<file path="src/sv/i2cm_pkg.sv">
// ----------------------------------------------------------------------------
// i2cm_pkg
// Shared types and codes of the I2C bit-level master: command modes,
// configuration register indexes, request payloads and reset values.
// ----------------------------------------------------------------------------
package i2cm_pkg;

    // command modes
    localparam logic [2:0] MODE_START   = 3'd0;
    localparam logic [2:0] MODE_RESTART = 3'd1;
    localparam logic [2:0] MODE_STOP    = 3'd2;
    localparam logic [2:0] MODE_WRITE   = 3'd3;
    localparam logic [2:0] MODE_READ    = 3'd4;
    localparam logic [2:0] MODE_POLL    = 3'd5;

    // configuration register indexes
    localparam int CFG_IDX_W = 2;
    localparam logic [CFG_IDX_W-1:0] CFG_HALF_PERIOD = 2'd0;
    localparam logic [CFG_IDX_W-1:0] CFG_STRETCH_LIM = 2'd1;
    localparam logic [CFG_IDX_W-1:0] CFG_POLL_LIM    = 2'd2;
    localparam int CFG_DATA_W = 16;

    // configuration reset values
    localparam logic [9:0]  HALF_PERIOD_RST = 10'd40;
    localparam logic [15:0] STRETCH_LIM_RST = 16'd5000;
    localparam logic [15:0] POLL_LIM_RST    = 16'd5000;

    // byte values
    localparam logic [7:0] BYTE_MSB     = 8'h80;
    localparam logic [7:0] BYTE_TIMEOUT = 8'hFF;

    // one input request: tick, command and bus samples
    typedef struct packed {
        logic       tick;
        logic       cmd_valid;
        logic [2:0] mode;
        logic [7:0] cmd_byte;
        logic       ack_to_send;
        logic       scl_sample;
        logic       sda_sample;
    } in_item_t;

    // one result request: line drives and command status
    typedef struct packed {
        logic       scl_pull_low;
        logic       sda_pull_low;
        logic       busy_res;
        logic       done_res;
        logic [7:0] read_data;
        logic       nack_seen;
        logic       stretch_timeout;
    } out_item_t;

    // effective configuration handed to the bit engine
    typedef struct packed {
        logic [9:0]  half_period_ticks;
        logic [15:0] stretch_limit;
        logic [15:0] poll_retry_limit;
    } cfg_t;

endpackage

</file>
<file path="src/sv/i2cm_in_if.sv">
// ----------------------------------------------------------------------------
// i2cm_in_if
// Valid/ready channel carrying one input request of the I2C master.
// ----------------------------------------------------------------------------
interface i2cm_in_if import i2cm_pkg::*; ();

    logic     valid;
    logic     ready;
    in_item_t data;

    modport source (output valid, output data, input ready);
    modport sink   (input valid, input data, output ready);

endinterface

</file>
<file path="src/sv/i2cm_out_if.sv">
// ----------------------------------------------------------------------------
// i2cm_out_if
// Valid/ready channel carrying one result request of the I2C master.
// ----------------------------------------------------------------------------
interface i2cm_out_if import i2cm_pkg::*; ();

    logic      valid;
    logic      ready;
    out_item_t data;

    modport source (output valid, output data, input ready);
    modport sink   (input valid, input data, output ready);

endinterface

</file>
<file path="src/sv/i2cm_cfg_if.sv">
// ----------------------------------------------------------------------------
// i2cm_cfg_if
// Register write channel: register index and write data with valid/ready.
// ----------------------------------------------------------------------------
interface i2cm_cfg_if import i2cm_pkg::*; ();

    logic                  valid;
    logic                  ready;
    logic [CFG_IDX_W-1:0]  index;
    logic [CFG_DATA_W-1:0] wdata;

    modport source (output valid, output index, output wdata, input ready);
    modport sink   (input valid, input index, input wdata, output ready);

endinterface

</file>
<file path="src/sv/i2cm_regs.sv">
// ----------------------------------------------------------------------------
// i2cm_regs
// Configuration registers of the I2C master. A zero value acts as one on
// the effective outputs.
// ----------------------------------------------------------------------------
module i2cm_regs import i2cm_pkg::*;
(
    input  logic           clk,
    input  logic           rst_n,
    i2cm_cfg_if.sink       cfg,
    output cfg_t           cfg_eff
);

    logic [9:0]  half_period_reg;
    logic [15:0] stretch_lim_reg;
    logic [15:0] poll_lim_reg;

    assign cfg.ready = 1'b1;

    // register writes
    always_ff @(posedge clk or negedge rst_n)
    begin
        if (!rst_n)
        begin
            half_period_reg <= HALF_PERIOD_RST;
            stretch_lim_reg <= STRETCH_LIM_RST;
            poll_lim_reg    <= POLL_LIM_RST;
        end
        else if (cfg.valid)
        begin
            case (cfg.index)
                CFG_HALF_PERIOD: half_period_reg <= cfg.wdata[9:0];
                CFG_STRETCH_LIM: stretch_lim_reg <= cfg.wdata;
                CFG_POLL_LIM:    poll_lim_reg    <= cfg.wdata;
                default:         ;
            endcase
        end
    end

    // zero reads as one
    always_comb
    begin
        cfg_eff.half_period_ticks = (half_period_reg == '0) ? 10'd1 : half_period_reg;
        cfg_eff.stretch_limit     = (stretch_lim_reg == '0) ? 16'd1 : stretch_lim_reg;
        cfg_eff.poll_retry_limit  = (poll_lim_reg == '0) ? 16'd1 : poll_lim_reg;
    end

endmodule

</file>
<file path="src/sv/i2cm_core.sv">
// ----------------------------------------------------------------------------
// i2cm_core
// Bit engine of the I2C master: phase sequencer, shift register and the
// half-period, stretch and polling counters. State advances once per
// accepted request; the result of that step is presented combinationally.
// ----------------------------------------------------------------------------
module i2cm_core import i2cm_pkg::*;
(
    input  logic      clk,
    input  logic      rst_n,
    input  logic      advance,
    input  in_item_t  item,
    input  cfg_t      cfg_eff,
    output out_item_t result
);

    typedef enum logic [4:0] {
        PH_IDLE, PH_RS_A, PH_RS_B, PH_RS_C, PH_ST_A,
        PH_WB_LOW, PH_WB_HIGH, PH_WB_HOLD, PH_WA_LOW, PH_WA_HIGH, PH_WA_HOLD,
        PH_RB_LOW, PH_RB_HIGH, PH_RB_WAIT, PH_RA_LOW, PH_RA_HIGH, PH_RA_HOLD,
        PH_SP_A, PH_SP_B, PH_SP_C
    } phase_t;

    typedef struct packed {
        phase_t      phase;
        logic [2:0]  active_mode;
        logic [7:0]  shift_byte;
        logic [3:0]  bit_count;
        logic [9:0]  hp_count;
        logic [15:0] stretch_count;
        logic [15:0] poll_count;
        logic        ack_choice;
        logic        scl_drv;
        logic        sda_drv;
        logic [7:0]  addr_hold;
        logic        pend_nack;
        logic        pend_to;
        logic [7:0]  res_data;
        logic        res_nack;
        logic        res_to;
        logic        done_now;
    } core_st_t;

    core_st_t st_reg;
    core_st_t st_next;

    // enter a phase and apply its line change
    function automatic core_st_t go_f(input core_st_t s_in, input phase_t ph);
        core_st_t s;
        s = s_in;
        s.phase         = ph;
        s.hp_count      = '0;
        s.stretch_count = '0;
        case (ph)
            PH_RS_A:   s.scl_drv = 1'b1;
            PH_RS_B:   s.sda_drv = 1'b0;
            PH_ST_A:
            begin
                s.sda_drv    = 1'b1;
                s.shift_byte = s.addr_hold;
                s.bit_count  = '0;
            end
            PH_WB_LOW:
            begin
                s.scl_drv = 1'b1;
                s.sda_drv = ((s.shift_byte & BYTE_MSB) == '0);
            end
            PH_RS_C, PH_WB_HIGH, PH_WA_HIGH, PH_RB_HIGH, PH_RA_HIGH, PH_SP_B:
                s.scl_drv = 1'b0;
            PH_WA_LOW, PH_RB_LOW:
            begin
                s.scl_drv = 1'b1;
                s.sda_drv = 1'b0;
            end
            PH_RA_LOW:
            begin
                s.scl_drv = 1'b1;
                s.sda_drv = s.ack_choice;
            end
            PH_SP_A:
            begin
                s.scl_drv = 1'b1;
                s.sda_drv = 1'b1;
            end
            PH_SP_C:   s.sda_drv = 1'b0;
            default:   ;
        endcase
        return s;
    endfunction

    // end of command: latch status
    function automatic core_st_t finish_f(input core_st_t s_in);
        core_st_t s;
        s = s_in;
        s.phase         = PH_IDLE;
        s.hp_count      = '0;
        s.stretch_count = '0;
        s.done_now      = 1'b1;
        s.res_to        = s.pend_to;
        s.res_nack      = s.pend_nack;
        if (s.pend_to)
            s.res_data = BYTE_TIMEOUT;
        else
            s.res_data = (s.active_mode == MODE_READ) ? s.shift_byte : 8'd0;
        return s;
    endfunction

    logic [9:0]  hp_inc;
    logic        hp_done;
    logic [15:0] st_inc;
    logic        st_over;
    logic [15:0] poll_inc;
    logic [3:0]  bit_inc;
    logic        scl_hi;

    // counter increments and compares
    always_comb
    begin
        hp_inc   = st_reg.hp_count + 10'd1;
        hp_done  = (hp_inc >= cfg_eff.half_period_ticks);
        st_inc   = st_reg.stretch_count + 16'd1;
        st_over  = (st_inc >= cfg_eff.stretch_limit);
        poll_inc = st_reg.poll_count + 16'd1;
        bit_inc  = st_reg.bit_count + 4'd1;
        scl_hi   = item.scl_sample;
    end

    // one step of the sequencer
    always_comb
    begin
        st_next          = st_reg;
        st_next.done_now = 1'b0;
        if (st_reg.phase == PH_IDLE)
        begin
            if (item.cmd_valid && (item.mode <= MODE_POLL))
            begin
                st_next.active_mode = item.mode;
                st_next.addr_hold   = item.cmd_byte;
                st_next.ack_choice  = item.ack_to_send;
                st_next.pend_nack   = 1'b0;
                st_next.pend_to     = 1'b0;
                st_next.poll_count  = '0;
                st_next.bit_count   = '0;
                case (item.mode)
                    MODE_START, MODE_POLL: st_next = go_f(st_next, PH_ST_A);
                    MODE_RESTART:          st_next = go_f(st_next, PH_RS_A);
                    MODE_STOP:             st_next = go_f(st_next, PH_SP_A);
                    MODE_WRITE:
                    begin
                        st_next.shift_byte = item.cmd_byte;
                        st_next = go_f(st_next, PH_WB_LOW);
                    end
                    default:
                    begin
                        st_next.shift_byte = '0;
                        st_next = go_f(st_next, PH_RB_LOW);
                    end
                endcase
            end
        end
        else if (item.tick)
        begin
            case (st_reg.phase)
                PH_RS_A, PH_RS_B, PH_RS_C, PH_ST_A, PH_WB_LOW, PH_WA_LOW,
                PH_RB_LOW, PH_RB_HIGH, PH_RA_LOW, PH_SP_A, PH_SP_B:
                begin
                    st_next.hp_count = hp_inc;
                    if (hp_done)
                    begin
                        case (st_reg.phase)
                            PH_RS_A:    st_next = go_f(st_next, PH_RS_B);
                            PH_RS_B:    st_next = go_f(st_next, PH_RS_C);
                            PH_RS_C:    st_next = go_f(st_next, PH_ST_A);
                            PH_ST_A:    st_next = go_f(st_next, PH_WB_LOW);
                            PH_WB_LOW:  st_next = go_f(st_next, PH_WB_HIGH);
                            PH_WA_LOW:  st_next = go_f(st_next, PH_WA_HIGH);
                            PH_RB_LOW:  st_next = go_f(st_next, PH_RB_HIGH);
                            PH_RB_HIGH: st_next = go_f(st_next, PH_RB_WAIT);
                            PH_RA_LOW:  st_next = go_f(st_next, PH_RA_HIGH);
                            PH_SP_A:    st_next = go_f(st_next, PH_SP_B);
                            default:    st_next = go_f(st_next, PH_SP_C);
                        endcase
                    end
                end
                PH_WB_HIGH, PH_WA_HIGH, PH_RB_WAIT, PH_RA_HIGH:
                begin
                    if (scl_hi)
                    begin
                        case (st_reg.phase)
                            PH_WB_HIGH: st_next = go_f(st_next, PH_WB_HOLD);
                            PH_WA_HIGH:
                            begin
                                st_next.pend_nack = item.sda_sample;
                                st_next = go_f(st_next, PH_WA_HOLD);
                            end
                            PH_RB_WAIT:
                            begin
                                st_next.shift_byte = {st_reg.shift_byte[6:0],
                                                      item.sda_sample};
                                st_next.bit_count  = bit_inc;
                                st_next = go_f(st_next, (bit_inc >= 4'd8) ?
                                               PH_RA_LOW : PH_RB_LOW);
                            end
                            default:    st_next = go_f(st_next, PH_RA_HOLD);
                        endcase
                    end
                    else
                    begin
                        // slave stretching the clock
                        st_next.stretch_count = st_inc;
                        if (st_over)
                        begin
                            st_next.pend_to   = 1'b1;
                            st_next.pend_nack = 1'b1;
                            st_next = go_f(st_next, PH_SP_A);
                        end
                    end
                end
                PH_WB_HOLD:
                begin
                    st_next.hp_count = hp_inc;
                    if (hp_done)
                    begin
                        st_next.shift_byte = {st_reg.shift_byte[6:0], 1'b0};
                        st_next.bit_count  = bit_inc;
                        st_next = go_f(st_next, (bit_inc >= 4'd8) ?
                                       PH_WA_LOW : PH_WB_LOW);
                    end
                end
                PH_WA_HOLD:
                begin
                    st_next.hp_count = hp_inc;
                    if (hp_done)
                    begin
                        st_next.scl_drv = 1'b1;
                        if ((st_reg.active_mode == MODE_POLL) && st_reg.pend_nack)
                            st_next = go_f(st_next, PH_SP_A);
                        else
                            st_next = finish_f(st_next);
                    end
                end
                PH_RA_HOLD:
                begin
                    st_next.hp_count = hp_inc;
                    if (hp_done)
                    begin
                        st_next.scl_drv = 1'b1;
                        st_next = finish_f(st_next);
                    end
                end
                PH_SP_C:
                begin
                    st_next.hp_count = hp_inc;
                    if (hp_done)
                    begin
                        // ack polling: retry start while NACKed
                        if (!st_reg.pend_to && (st_reg.active_mode == MODE_POLL) &&
                            st_reg.pend_nack)
                        begin
                            st_next.poll_count = poll_inc;
                            if (poll_inc >= cfg_eff.poll_retry_limit)
                                st_next = finish_f(st_next);
                            else
                            begin
                                st_next.pend_nack = 1'b0;
                                st_next = go_f(st_next, PH_ST_A);
                            end
                        end
                        else
                            st_next = finish_f(st_next);
                    end
                end
                default: st_next.phase = PH_IDLE;
            endcase
        end
    end

    // state register
    always_ff @(posedge clk or negedge rst_n)
    begin
        if (!rst_n)
            st_reg <= '0;
        else if (advance)
            st_reg <= st_next;
    end

    // result of this step
    always_comb
    begin
        result.scl_pull_low    = st_next.scl_drv;
        result.sda_pull_low    = st_next.sda_drv;
        result.busy_res        = (st_next.phase != PH_IDLE);
        result.done_res        = st_next.done_now;
        result.read_data       = st_next.res_data;
        result.nack_seen       = st_next.res_nack;
        result.stretch_timeout = st_next.res_to;
    end

endmodule

</file>
<file path="src/sv/i2c_bit_level_master.sv">
// A request's result is written into the output register by the edge that accepts it.
// Throughput: one request per cycle while the sink keeps up; the bit engine steps once per request.
// Ready falls only while a result waits in the output register and the sink is stalled.
// Reset: asynchronous, active low; bus released, sequencer idle, status
// cleared, registers at 40 ticks / 5000 ticks / 5000 poll retries. No clearing pass.
// ----------------------------------------------------------------------------
// i2c_bit_level_master
// I2C master driving open-drain SCL and SDA, paced by tick requests: start,
// repeated start, stop, byte write, byte read and start with ack polling.
// ----------------------------------------------------------------------------
module i2c_bit_level_master import i2cm_pkg::*;
(
    input  logic        clk,
    input  logic        rst_n,
    i2cm_in_if.sink     bus_item,
    i2cm_out_if.source  bus_result,
    i2cm_cfg_if.sink    cfg
);

    cfg_t      cfg_eff;
    out_item_t result;
    logic      accept;
    logic      out_valid_reg;
    logic      out_valid_next;
    out_item_t out_data_reg;

    // configuration registers
    i2cm_regs u_regs (
        .clk     (clk),
        .rst_n   (rst_n),
        .cfg     (cfg),
        .cfg_eff (cfg_eff)
    );

    // handshake: take a request whenever the output register frees up
    assign bus_item.ready = !out_valid_reg || bus_result.ready;
    assign accept         = bus_item.valid && bus_item.ready;

    // bit engine
    i2cm_core u_core (
        .clk     (clk),
        .rst_n   (rst_n),
        .advance (accept),
        .item    (bus_item.data),
        .cfg_eff (cfg_eff),
        .result  (result)
    );

    // output valid
    always_comb
    begin
        if (accept)
            out_valid_next = 1'b1;
        else if (bus_result.ready)
            out_valid_next = 1'b0;
        else
            out_valid_next = out_valid_reg;
    end

    always_ff @(posedge clk or negedge rst_n)
    begin
        if (!rst_n)
            out_valid_reg <= 1'b0;
        else
            out_valid_reg <= out_valid_next;
    end

    // result register
    always_ff @(posedge clk)
    begin
        if (accept)
            out_data_reg <= result;
    end

    assign bus_result.valid = out_valid_reg;
    assign bus_result.data  = out_data_reg;

endmodule

</file>
<file path="src/flat_wrapper.sv">
// flat-port wrapper written by rule: the top's interface ports become plain ports
module i2c_bit_level_master_flat import i2cm_pkg::*;
  (clk, rst_n, bus_item_valid, bus_item_data, bus_item_ready, bus_result_valid, bus_result_data, bus_result_ready, cfg_valid, cfg_index, cfg_wdata, cfg_ready);
  i2cm_in_if bus_item_i ();
  i2cm_out_if bus_result_i ();
  i2cm_cfg_if cfg_i ();
  input  logic clk;
  input  logic rst_n;
  input wire logic [$bits(bus_item_i.valid)-1:0] bus_item_valid;
  input wire logic [$bits(bus_item_i.data)-1:0] bus_item_data;
  output wire logic [$bits(bus_item_i.ready)-1:0] bus_item_ready;
  output wire logic [$bits(bus_result_i.valid)-1:0] bus_result_valid;
  output wire logic [$bits(bus_result_i.data)-1:0] bus_result_data;
  input wire logic [$bits(bus_result_i.ready)-1:0] bus_result_ready;
  input wire logic [$bits(cfg_i.valid)-1:0] cfg_valid;
  input wire logic [$bits(cfg_i.index)-1:0] cfg_index;
  input wire logic [$bits(cfg_i.wdata)-1:0] cfg_wdata;
  output wire logic [$bits(cfg_i.ready)-1:0] cfg_ready;
  assign bus_item_i.valid = bus_item_valid;
  assign bus_item_i.data = bus_item_data;
  assign bus_item_ready = bus_item_i.ready;
  assign bus_result_valid = bus_result_i.valid;
  assign bus_result_data = bus_result_i.data;
  assign bus_result_i.ready = bus_result_ready;
  assign cfg_i.valid = cfg_valid;
  assign cfg_i.index = cfg_index;
  assign cfg_i.wdata = cfg_wdata;
  assign cfg_ready = cfg_i.ready;
  i2c_bit_level_master u_core (.clk(clk), .rst_n(rst_n), .bus_item(bus_item_i), .bus_result(bus_result_i), .cfg(cfg_i));
endmodule
</file>
<file path="config.mk">
export PLATFORM = sky130hd
export DESIGN_NAME = i2c_bit_level_master_flat
export DESIGN_NICKNAME = d
export VERILOG_FILES = /design/src/sv/i2cm_pkg.sv /design/src/sv/i2cm_in_if.sv /design/src/sv/i2cm_out_if.sv /design/src/sv/i2cm_cfg_if.sv /design/src/sv/i2cm_regs.sv /design/src/sv/i2cm_core.sv /design/src/sv/i2c_bit_level_master.sv /design/src/flat_wrapper.sv
export SDC_FILE = /design/constraint.sdc
export NUM_CORES = 1
export LEC_CHECK = 0
export ABC_AREA = 1
export BUFFER_PORTS_ARGS = -buffer_cell sky130_fd_sc_hd__buf_2
export CORE_UTILIZATION = 45
export DETAILED_ROUTE_END_ITERATION = 6
export MAX_ROUTING_LAYER = met4
export PLACE_DENSITY = 0.74
export SKIP_CTS_REPAIR_TIMING = 1
export SYNTH_ARGS = -nofsm -noshare
export SYNTH_HDL_FRONTEND = slang
export SYNTH_HIERARCHICAL = 1
export SYNTH_SLANG_ARGS = --single-unit
</file>
<file path="constraint.sdc">
create_clock -name clk -period 6.82 [get_ports clk]
set_input_delay 0.682 -clock clk [delete_from_list [all_inputs] [get_ports clk]]
set_output_delay 0.682 -clock clk [all_outputs]
set_load 0.05 [all_outputs]
</file>
==> results.json, run 1 <==
{
  "cts.sinks": 142,
  "synth-seq-cells": 142,
  "cts.path.max_buffers": 2,
  "cts-root-buf": "clkbuf_16",
  "vias": 8301,
  "die_y_um": 148,
  "status": "finished, final reports clean",
  "totalWireLength_um": 22900,
  "largest_reg_flops": 85,
  "synth_cells": 1319,
  "overflow": 0,
  "cap_viol_max_count": 0,
  "peakVddDrop_uv": 177,
  "ys_seq_area_share_pct": 38.0,
  "clock.fmax_ghz": 0.231,
  "fin_worst_skew_ns": 0.0145,
  "cp_max_fo": 11,
  "drive_above_1_share_pct": 13.2,
  "synth.area.top_cells": "dfrtp_1 (30%), nand2_1 (14%), inv_1 (7.7%)",
  "fp.dieArea_um2": 21900,
  "required_ns": 7.14,
  "netlist_top_cells_count": "nand2_1 (349), inv_1 (197), nor2_1 (118)",
  "synth.top_cell.area_share_pct": 30.3,
  "tightestPinTransition_ns": 0.883,
  "power.density_nw_per_um2": 361,
  "htreeDepth": 4,
  "p_leak_nw": 5.38,
  "first_pass_iters": 6,
  "cts_made_buffers": 17,
  "grt_max_degree": 69,
  "setup-violations-final": 0,
  "syn_to_final_growth_pct": 7.94,
  "synth_area_um2": 9570,
  "clk_latency_ns": 0.43,
  "synthesis.nets": 1404,
  "hpwl_um": 16900,
  "initial_core_util_pct": 46.6,
  "ys.flop_type": "dfrtp_1",
  "cts_tree": "yes",
  "synth_top_cell_by_area": "dfrtp_1",
  "num_antenna_cells": 0,
  "final_nets": 1398,
  "tns_ns": 0,
  "rows": 52,
  "drt_iter0_markers": 694,
  "hold_violations": 0,
  "fp.dieW_um": 148,
  "grt_antenna_before_repair": 0,
  "grt_usage_pct": 22.7,
  "postRouteAntennaNets": 0,
  "viasPerCell": 5.20,
  "ioPinCount": 56,
  "gp_congestion": 0.977,
  "clk_pin_slew_ns": 0.06,
  "drc_errors": 0,
  "yosysMostFrequentCell": "nand2_1",
  "grt_pass1_vias": 7939,
  "slew_headroom_pct": 41.1,
  "fin_crit_sh_pct": 63.4,
  "cp-end-kind": "flop",
  "min_period_ns": 4.33,
  "rsz0062_at_grt": "no",
  "io_buffers": 54,
  "criticalPathCategory": "reg -> reg",
  "yosysUniqueCellTypes": 49,
  "coreArea_um2": 20600,
  "cp-start-kind": "flop",
  "hold_path_class": "in -> async",
  "synth.avg_cell_area_um2": 7.26,
  "wl_per_cell_um": 14.3,
  "grt_pass1_wl_um": 38400,
  "maxSlewViolCount": 0,
  "total_power_mw": 3.73,
  "yosys_warnings": 6,
  "crit_arrival_ns": 4.64,
  "synthArstFlopShare_pct": 90.1,
  "synth_edf_count": 14
}
-- path summary, 6_finish.rpt --
path	from	end	slack (ns)	cells after the start
setup / recovery	u_core/u_core/st_reg[40]$_DFFE_PN0P_	u_core/u_core/st_reg[58]$_DFFE_PN0P_	2.49	20
hold / removal	rst_n	u_core/u_core/st_reg[25]$_DFFE_PN0P_	0.33	1
setup reg to reg	u_core/u_core/st_reg[40]$_DFFE_PN0P_	u_core/u_core/st_reg[58]$_DFFE_PN0P_	2.49	20
hold reg to reg	u_core/u_core/st_reg[15]$_DFFE_PN0P_	u_core/u_core/st_reg[15]$_DFFE_PN0P_	0.48	2
max in group asynchronous	rst_n	u_core/u_regs/poll_lim_reg[0]$_DFFE_PN0P_	5.10	2
min in group clk	bus_item_data[2]	u_core/u_core/st_reg[23]$_DFFE_PN0P_	0.46	3
-- critical path, cell delays in order (launching register included) --
cell     delay [ns]
dfrtp_1        0.42
ha_1           0.21
nand3_1        0.11
nor2_1         0.10
nand2_1        0.07
nor2_1         0.13
nand3_1        0.14
nor4_1         0.48
nand3_1        0.16
xor2_1         0.20
ha_1           0.30
nand2_1        0.07
nor3_1         0.24
nand2_1        0.11
nand4_1        0.23
inv_1          0.12
nand2_1        0.13
nand3_1        0.24
inv_1          0.32
nand2_1        0.20
o31ai_1        0.27
-- per-layer routing --
| metal | track usage [%] | wire length [µm] | vias up | part of all wire, % |
|---|---|---|---|---|
| li1 | - | - | 4140 | - |
| met1 | 29.4 | 10200 | 3833 | 45 |
| met2 | 35.9 | 10700 | 276 | 47 |
| met3 | 4.17 | 1360 | 52 | 5.9 |
| met4 | 7.68 | 570 | 0 | 2.5 |
| met5 | - | 0 | - | 0 |
-- stage by stage --
| step | cells | setup WS (ns) | cell area, µm² | util (%) | hold slack (ns) |
|---|---|---|---|---|---|
| after floorplan | 1319 | 3.32 | 9570 | - | 0.386 |
| after global placement | 1564 | 2.61 | 9760 | 47.5 | 0.455 |
| after detailed placement | 1564 | 2.61 | 9760 | 47.5 | 0.459 |
| after CTS | 1596 | 2.56 | 10300 | 50.2 | 0.356 |
| after global routing | 1596 | 1.94 | 10300 | 50.2 | 0.396 |
| final | 1596 | 2.49 | 10300 | 50.2 | 0.332 |
-- layout make-up --
class                   instances  area (µm²)
fillers                      2013       10200
multi-input cells             885        4690
well taps                     270         338
clock inverters                15         146
clock buffers                  17         425
flip-flops and latches        142        3640
repair buffers                 58         303
inverters                     209         786
-- cells by family after synthesis --
logic type / after synthesis / share of synthesized area, %
adders and majority gates: 46 / 6.01
other: 1 / 0.0392
muxes: 1 / 0.105
and+or+nand+nor: 610 / 27.2
buffers and inverters: 292 / 13.1
DFF: 142 / 38.0
xor gates and xnor gates: 32 / 2.93
AOI/OAI and AO/OA: 195 / 12.6
-- power breakdown --
part	internal (mW)	switching (mW)
sequential	1.10	0.207
combinational	0.494	1.03
clock	0.484	0.416
-- cells in the final DEF (no fill, tap or decap), types with 13 or more instances in the layout --
master	count
nor3_1	17
edfxtp_1	14
nand2_2	13
o22ai_1	18
nand3_1	76
a21oi_1	29
inv_1	197
o21ai_2	26
buf_2	53
o21ai_0	70
clkbuf_16	17
nor2_1	118
dfrtp_1	116
ha_1	46
nand2_1	349
nand4_1	13
xor2_1	30
Power figures use the tool's default switching activity.
==> inputs of run 2 (changes only) <==
--- a/config.mk
+++ b/config.mk
@@ -10,7 +10,7 @@
 export CORE_UTILIZATION = 45
 export DETAILED_ROUTE_END_ITERATION = 6
 export MAX_ROUTING_LAYER = met4
-export PLACE_DENSITY = 0.74
+export PLACE_DENSITY = 0.76
 export SKIP_CTS_REPAIR_TIMING = 1
 export SYNTH_ARGS = -nofsm -noshare
 export SYNTH_HDL_FRONTEND = slang
==> constraint.sdc (replaced) <==
create_clock -name clk -period 3.5 [get_ports clk]
set_input_delay 0.35 -clock clk [delete_from_list [all_inputs] [get_ports clk]]
set_output_delay 0.35 -clock clk [all_outputs]
set_load 0.05 [all_outputs]
==> run 2 against run 1 <==
Compared with the run above:
- hold slack worse by 0.37 ns
- register-to-register slack worse by 2.6 ns
- largest cell class unchanged
- clock power grew 93%
- largest power group unchanged
- critical endpoint is now u_core/bus_result.data[12]$_DFFE_PP_
- design area increased by 11%
- cell count increased by 4.8%
- critical path depth is 2 higher
- first-iteration DRC count is 2.2% higher
- routed wire length grew 7.7%
- die area is the same
- the flow now finishes with violations (hold timing, setup timing)
- sequential power rose by 96%
- clock-buffer cell count grew 1
- non-clock buffer count grew 73
==> results.json, run 2 (synthesis gave the netlist of run 1 again) <==
{
  "clk_latency_ns": 0.44,
  "gp_congestion": 0.952,
  "power.density_nw_per_um2": 681,
  "clk_pin_slew_ns": 0.06,
  "min_period_ns": 3.59,
  "p_leak_nw": 5.85,
  "fin_hold_ws_ns": -0.0346,
  "initial_core_util_pct": 46.6,
  "htreeDepth": 4,
  "cp-end-kind": "flop",
  "coreArea_um2": 20600,
  "clock.fmax_ghz": 0.279,
  "grt_antenna_before_repair": 0,
  "drive_above_1_share_pct": 24.2,
  "place_ws_ns": -0.177,
  "status": "finished, violations left",
  "drc_errors": 0,
  "wl_per_cell_um": 14.7,
  "criticalPathCategory": "reg -> reg",
  "layout_commonest_cell": "nand2_1",
  "grt_max_degree": 74,
  "rows": 52,
  "fin_worst_skew_ns": 0.0103,
  "hold_path_class": "in -> async",
  "totalWireLength_um": 24600,
  "crit_arrival_ns": 3.77,
  "fp.dieArea_um2": 21900,
  "syn_to_final_growth_pct": 19.6,
  "hpwl_um": 17200,
  "cts_made_buffers": 17,
  "required_ns": 3.68,
  "slew_headroom_pct": 49.9,
  "peakVddDrop_uv": 400,
  "cts.sinks": 142,
  "vias": 8709,
  "fp.dieW_um": 148,
  "failed_checks": "hold timing, setup timing",
  "final_nets": 1474,
  "placed_area_um2": 10200,
  "fin_area_um2": 11400,
  "hold_violations": 46,
  "cts-root-buf": "clkbuf_16",
  "cp-start-kind": "flop",
  "total_power_mw": 7.79,
  "grt_pass1_wl_um": 38400,
  "tightestPinTransition_ns": 0.744,
  "final_cells": 1672,
  "setup-violations-final": 27,
  "final_cell_mix": "nand2_1 (336), inv_1 (190), dfrtp_1 (115), nor2_1 (104), buf_4 (67)",
  "overflow": 0,
  "die_y_um": 148,
  "maxSlewViolCount": 0,
  "viasPerCell": 5.21,
  "cap_viol_max_count": 0,
  "grt_usage_pct": 22.8,
  "cts.path.max_buffers": 2,
  "postRouteAntennaNets": 0,
  "first_pass_iters": 5,
  "grt_pass1_vias": 7910,
  "num-fill-cells": 1885,
  "cts_tree": "yes",
  "final_util_pct": 55.7,
  "largest_reg_flops": 85,
  "worst_slack_ns": -0.0880,
  "cp_max_fo": 5,
  "rr_worst_depth": 22,
  "post-place-cells": 1614,
  "ioPinCount": 56,
  "fin_crit_sh_pct": 103,
  "num_antenna_cells": 0,
  "io_buffers": 54,
  "rsz0062_at_grt": "yes",
  "drt_iter0_markers": 709
}
[run 2: changes by cell type in the layout (fill, tap and decap cells not counted), moves of 8 or more]
cell     previous run  this run
buf_4               5        67
buf_6               0         8
nand2_1           349       336
nand2_2            13        21
nand3_1            76        62
nand3_2             5        17
nor2_1            118       104
nor2_2              3        14
o21ai_0            70        54
o21ai_1            12        22
[run 2: path summary, 6_finish.rpt]
| kind | to | slack (ns) | from |
|---|---|---|---|
| max | u_core/bus_result.data[12]$_DFFE_PP_ | -0.09 | u_core/u_core/st_reg[41]$_DFFE_PN0P_ |
| min | u_core/u_core/st_reg[24]$_DFFE_PN0P_ | -0.03 | rst_n |
| max reg2reg | u_core/bus_result.data[12]$_DFFE_PP_ | -0.09 | u_core/u_core/st_reg[41]$_DFFE_PN0P_ |
| min reg2reg | u_core/u_core/st_reg[14]$_DFFE_PN0P_ | 0.48 | u_core/u_core/st_reg[14]$_DFFE_PN0P_ |
| max in group asynchronous | u_core/u_regs/half_period_reg[3]$_DFFE_PN1P_ | 2.68 | rst_n |
| min in group clk | u_core/u_core/st_reg[23]$_DFFE_PN0P_ | 0.12 | bus_item_data[2] |
[run 2: layout make-up]
class                      instances  area, µm²  area share, %
multi-input combinational        886       5170           45.2
sequential                       142       3640           31.8
timing repair buffer             131        923           8.07
inverter                         209        798           6.97
clock buffer                      18        439           3.84
tap                              270        338           2.95
clock inverter                    14        124           1.08
timing repair inverter             2       15.0          0.131
[run 2: layer usage]
| metal | up-vias | GRT usage, % | wire [µm] |
|---|---|---|---|
| met5 | - | - | 0 |
| met4 | 0 | 5.77 | 379 |
| met3 | 28 | 4.78 | 1440 |
| met2 | 267 | 35.6 | 12000 |
| met1 | 4108 | 30.1 | 10900 |
| li1 | 4306 | - | - |
[run 2: stage by stage]
stage / TNS, ns / hold WS (ns)
floorplan: 0 / 0.0544
global placement: 0 / 0.448
detailed placement: -1.54 / 0.451
CTS: -2.50 / -0.0121
global route: -14.95 / 0.0209
finish: -0.680 / -0.0346
[run 2: power breakdown]
group | leakage [nW] | switching [mW] | internal (mW)
sequential | 1.66 | 0.421 | 2.15
combinational | 3.92 | 2.26 | 1.22
clock | 0.269 | 0.792 | 0.950
[run 2: critical path, stage by stage (launching register included)]
cell	delay [ns]
dfrtp_1	0.38
and3_4	0.21
nand3_2	0.08
nor2_1	0.15
nand2_1	0.11
nor2_2	0.15
nand3_2	0.11
nor2_4	0.13
nand4_1	0.15
xor2_2	0.22
ha_1	0.35
a21oi_2	0.15
nand2_1	0.07
a21oi_2	0.10
buf_4	0.12
nand4_1	0.17
buf_6	0.19
o21bai_1	0.12
nand2_1	0.09
nor2_1	0.09
nand2_1	0.08
nand2_1	0.06
nand2_1	0.06
==> inputs of run 3 (changes only) <==
--- a/config.mk
+++ b/config.mk
@@ -14,5 +14,4 @@
 export SKIP_CTS_REPAIR_TIMING = 1
 export SYNTH_ARGS = -nofsm -noshare
 export SYNTH_HDL_FRONTEND = slang
-export SYNTH_HIERARCHICAL = 1
 export SYNTH_SLANG_ARGS = --single-unit
==> run 3 against run 2 <==
Compared with the run above:
- the flow still finishes with violations (hold timing, setup timing)
- register-to-register slack is essentially flat
- combinational power grew 20%
- power grew 11%
- sequential power grew 3%
- synthesized area shrank 3.6%
- design area shrank 0.56%
- global-route usage grew 1.5 points
- fmax grew 0.36%
- hold slack gained 0.0044 ns
- critical path type unchanged
- largest cell class unchanged
- largest power group unchanged
==> results.json, run 3 <==
{
  "status": "finished, violations left",
  "failed_checks": "hold timing, setup timing",
  "min_period_ns": 3.58,
  "synthesis.nets": 1368,
  "synth_area_um2": 9230,
  "post-place-cells": 1617,
  "clock.fmax_ghz": 0.280,
  "maxSlewViolCount": 0,
  "cap_viol_max_count": 0,
  "fin_worst_skew_ns": 0.0127,
  "fp.dieW_um": 145,
  "grt_antenna_before_repair": 0,
  "htreeDepth": 4,
  "grt_usage_pct": 24.3,
  "yosysUniqueCellTypes": 47,
  "final_nets": 1471,
  "hpwl_um": 17800,
  "rsz0062_at_grt": "yes",
  "syn_to_final_growth_pct": 23.3,
  "largest_reg_flops": 85,
  "pwr-share-clk_pct": 21.1,
  "slew_headroom_pct": 25.5,
  "viasPerCell": 5.43,
  "ys.flop_type": "dfrtp_1",
  "drc_errors": 0,
  "peakVddDrop_uv": 450,
  "drive_above_1_share_pct": 21.4,
  "totalWireLength_um": 25700,
  "synth.top_cell.area_share_pct": 31.4,
  "critPathSlowestCell": "dfrtp_1",
  "hold_violations": 6,
  "rr_worst_depth": 22,
  "netlist_top_cells_count": "nand2_1 (368), inv_1 (193), dfrtp_1 (116)",
  "cts.sinks": 142,
  "clk_latency_ns": 0.44,
  "final_cells": 1669,
  "hold_path_class": "in -> async",
  "synth.area.top_cells": "dfrtp_1 (31%), nand2_1 (15%), inv_1 (7.8%)",
  "fin_hold_ws_ns": -0.0302,
  "final_cell_mix": "nand2_1 (334), inv_1 (187), dfrtp_1 (116), nand3_1 (89), o21ai_0 (87)",
  "ys_seq_area_share_pct": 39.4,
  "cp-start-kind": "flop",
  "postRouteAntennaNets": 0,
  "r2r_end": "u_core.bus_result.data[11]$_DFFE_PP_",
  "fp.dieArea_um2": 21100,
  "rr_startpoint": "u_core.u_core.st_reg[41]$_DFFE_PN0P_",
  "grt_pass1_wl_um": 40200,
  "wl_per_cell_um": 15.4,
  "slowest_delay_ns": 0.39,
  "grt_pass1_vias": 8180,
  "initial_core_util_pct": 45.8,
  "synth.avg_cell_area_um2": 7.19,
  "required_ns": 3.68,
  "cp_max_fo": 5,
  "synth_edf_count": 14,
  "cts_tree": "yes",
  "ioPinCount": 56,
  "power_frac_comb_pct": 48.3,
  "num_antenna_cells": 0,
  "p_leak_nw": 5.87,
  "yosys_warnings": 0,
  "criticalPathCategory": "reg -> reg",
  "grt_max_degree": 61,
  "crit_path_cell_trace": "nand2_1 > nor2_2 > nand3_2 > nor3_2 > nand2_1 > nor2_2 > nand3_1 > nor3_2 > xor2_1 > ha_1 > a21oi_1 > nand2_1 > a21oi_2 > nand4_1 > inv_1 > nand2_1 > nand3_1 > nand2_1 > nand2_1 > nand2_1 > nor3_1 > nand2_1",
  "tightestPinTransition_ns": 1.12,
  "coreArea_um2": 20200,
  "layout_commonest_cell": "nand2_1",
  "first_pass_iters": 6,
  "synthArstFlopShare_pct": 90.1,
  "clk_pin_slew_ns": 0.07,
  "synth_top_cell_by_area": "dfrtp_1",
  "netSwitchingPower_mw": 4.04,
  "power.density_nw_per_um2": 758,
  "vias": 9070,
  "cts_made_buffers": 17,
  "io_buffers": 54,
  "synth_cells": 1283,
  "place_ws_ns": -0.0800,
  "drt_iter0_markers": 898,
  "gp_congestion": 1.02,
  "rows": 52,
  "worst_slack_ns": -0.0750,
  "crit_path_frequent_cell": "nand2_1",
  "overflow": 0,
  "p_int_mw": 4.58,
  "r2r_setup_slack_ns": -0.08,
  "yosysMostFrequentCell": "nand2_1",
  "seqPwrFrac_pct": 30.6,
  "die_y_um": 145,
  "power_switching_share_pct": 46.9,
  "cts.path.max_buffers": 2,
  "fin_crit_sh_pct": 102,
  "cts-root-buf": "clkbuf_16",
  "crit_arrival_ns": 3.75,
  "synth-seq-cells": 142,
  "setup-violations-final": 16,
  "cp-end-kind": "flop"
}
-- run 3: cell types whose count changed after synthesis, sizes merged, moves of 6 or more --
cell / delta
nor2: -30
nand2: +10
a32oi: +6
buf: -20
clkbuf: -29
nand3: +28
nor4: +8
nand4: +9
a21boi: -6
-- run 3: area by class of cell --
type                            count  area [µm²]
Clock inverter                     13         123
Sequential cell                   142        3640
Inverter                          204         782
Fill cell                        1808        8790
Multi-Input combinational cell    904        5240
Timing Repair Buffer              117         808
Clock buffer                       19         453
Tap cell                          270         338
-- run 3: layer usage --
layer	global-route usage, %	vias to the layer above	part of all wire [%]
met5	-	-	0
met4	8.63	0	2.5
met3	3.77	67	6.5
met2	38.7	424	48
met1	31.4	4207	43
li1	-	4372	-
-- run 3: cell families (layout without fill, tap and decap cells) --
kind of cell,after synthesis,count (layout),share of synthesized area [%]
flops,142,142,39.4
mux,1,1,0.122
other cells,1,1,0.0406
buf+inv,238,353,10.1
simple gates,636,637,29.7
compound gates,187,187,11.4
fa+ha+maj,46,46,6.24
xor+xnor,32,32,3.04
-- run 3: metrics by stage --
stage	utilization [%]	TNS, ns	cell area (µm²)	total power, mW
finish	56.4	-0.608	11400	8.62
floorplan	-	0	9230	5.16
global placement	49.7	0	10000	6.11
detailed placement	49.7	-0.200	10000	6.18
CTS	52.5	-0.641	10600	8.03
global route	56.4	-11.85	11400	9.18
-- run 3: worst max-delay path by stage --
stage | start | end | depth (start not counted)
after floorplan | u_core.u_core.st_reg[58]$_DFFE_PN0P_ | u_core.bus_result.data[11]$_DFFE_PP_ | 21
after global placement | u_core.u_core.st_reg[42]$_DFFE_PN0P_ | u_core.bus_result.data[12]$_DFFE_PP_ | 24
after detailed placement | u_core.u_core.st_reg[40]$_DFFE_PN0P_ | u_core.bus_result.data[11]$_DFFE_PP_ | 22
after CTS | u_core.u_core.st_reg[42]$_DFFE_PN0P_ | u_core.bus_result.data[11]$_DFFE_PP_ | 25
after global routing | u_core.u_core.st_reg[41]$_DFFE_PN0P_ | u_core.u_core.st_reg[21]$_DFFE_PN0P_ | 23
final | u_core.u_core.st_reg[41]$_DFFE_PN0P_ | u_core.bus_result.data[11]$_DFFE_PP_ | 22
-- run 3: power by group through the flow --
stage	registers, mW	logic (mW)	clock network (mW)
3_5_place_dp	2.60	3.58	0
3_3_place_gp	2.59	3.52	0
6_report	2.64	4.17	1.82
4_1_cts	2.58	3.61	1.84
5_1_grt	2.68	4.59	1.91
2_1_floorplan	2.60	2.56	0
-- run 3: critical path: cells and delay by family (launching register included) --
| kind | cells | cell delay [ns] |
|---|---|---|
| and+or+nand+nor | 17 | 1.97 |
| DFF | 1 | 0.39 |
| buffers and inverters | 1 | 0.16 |
| adders and majority gates | 1 | 0.30 |
| xor gates and xnor gates | 1 | 0.22 |
| AOI/OAI and AO/OA | 2 | 0.28 |
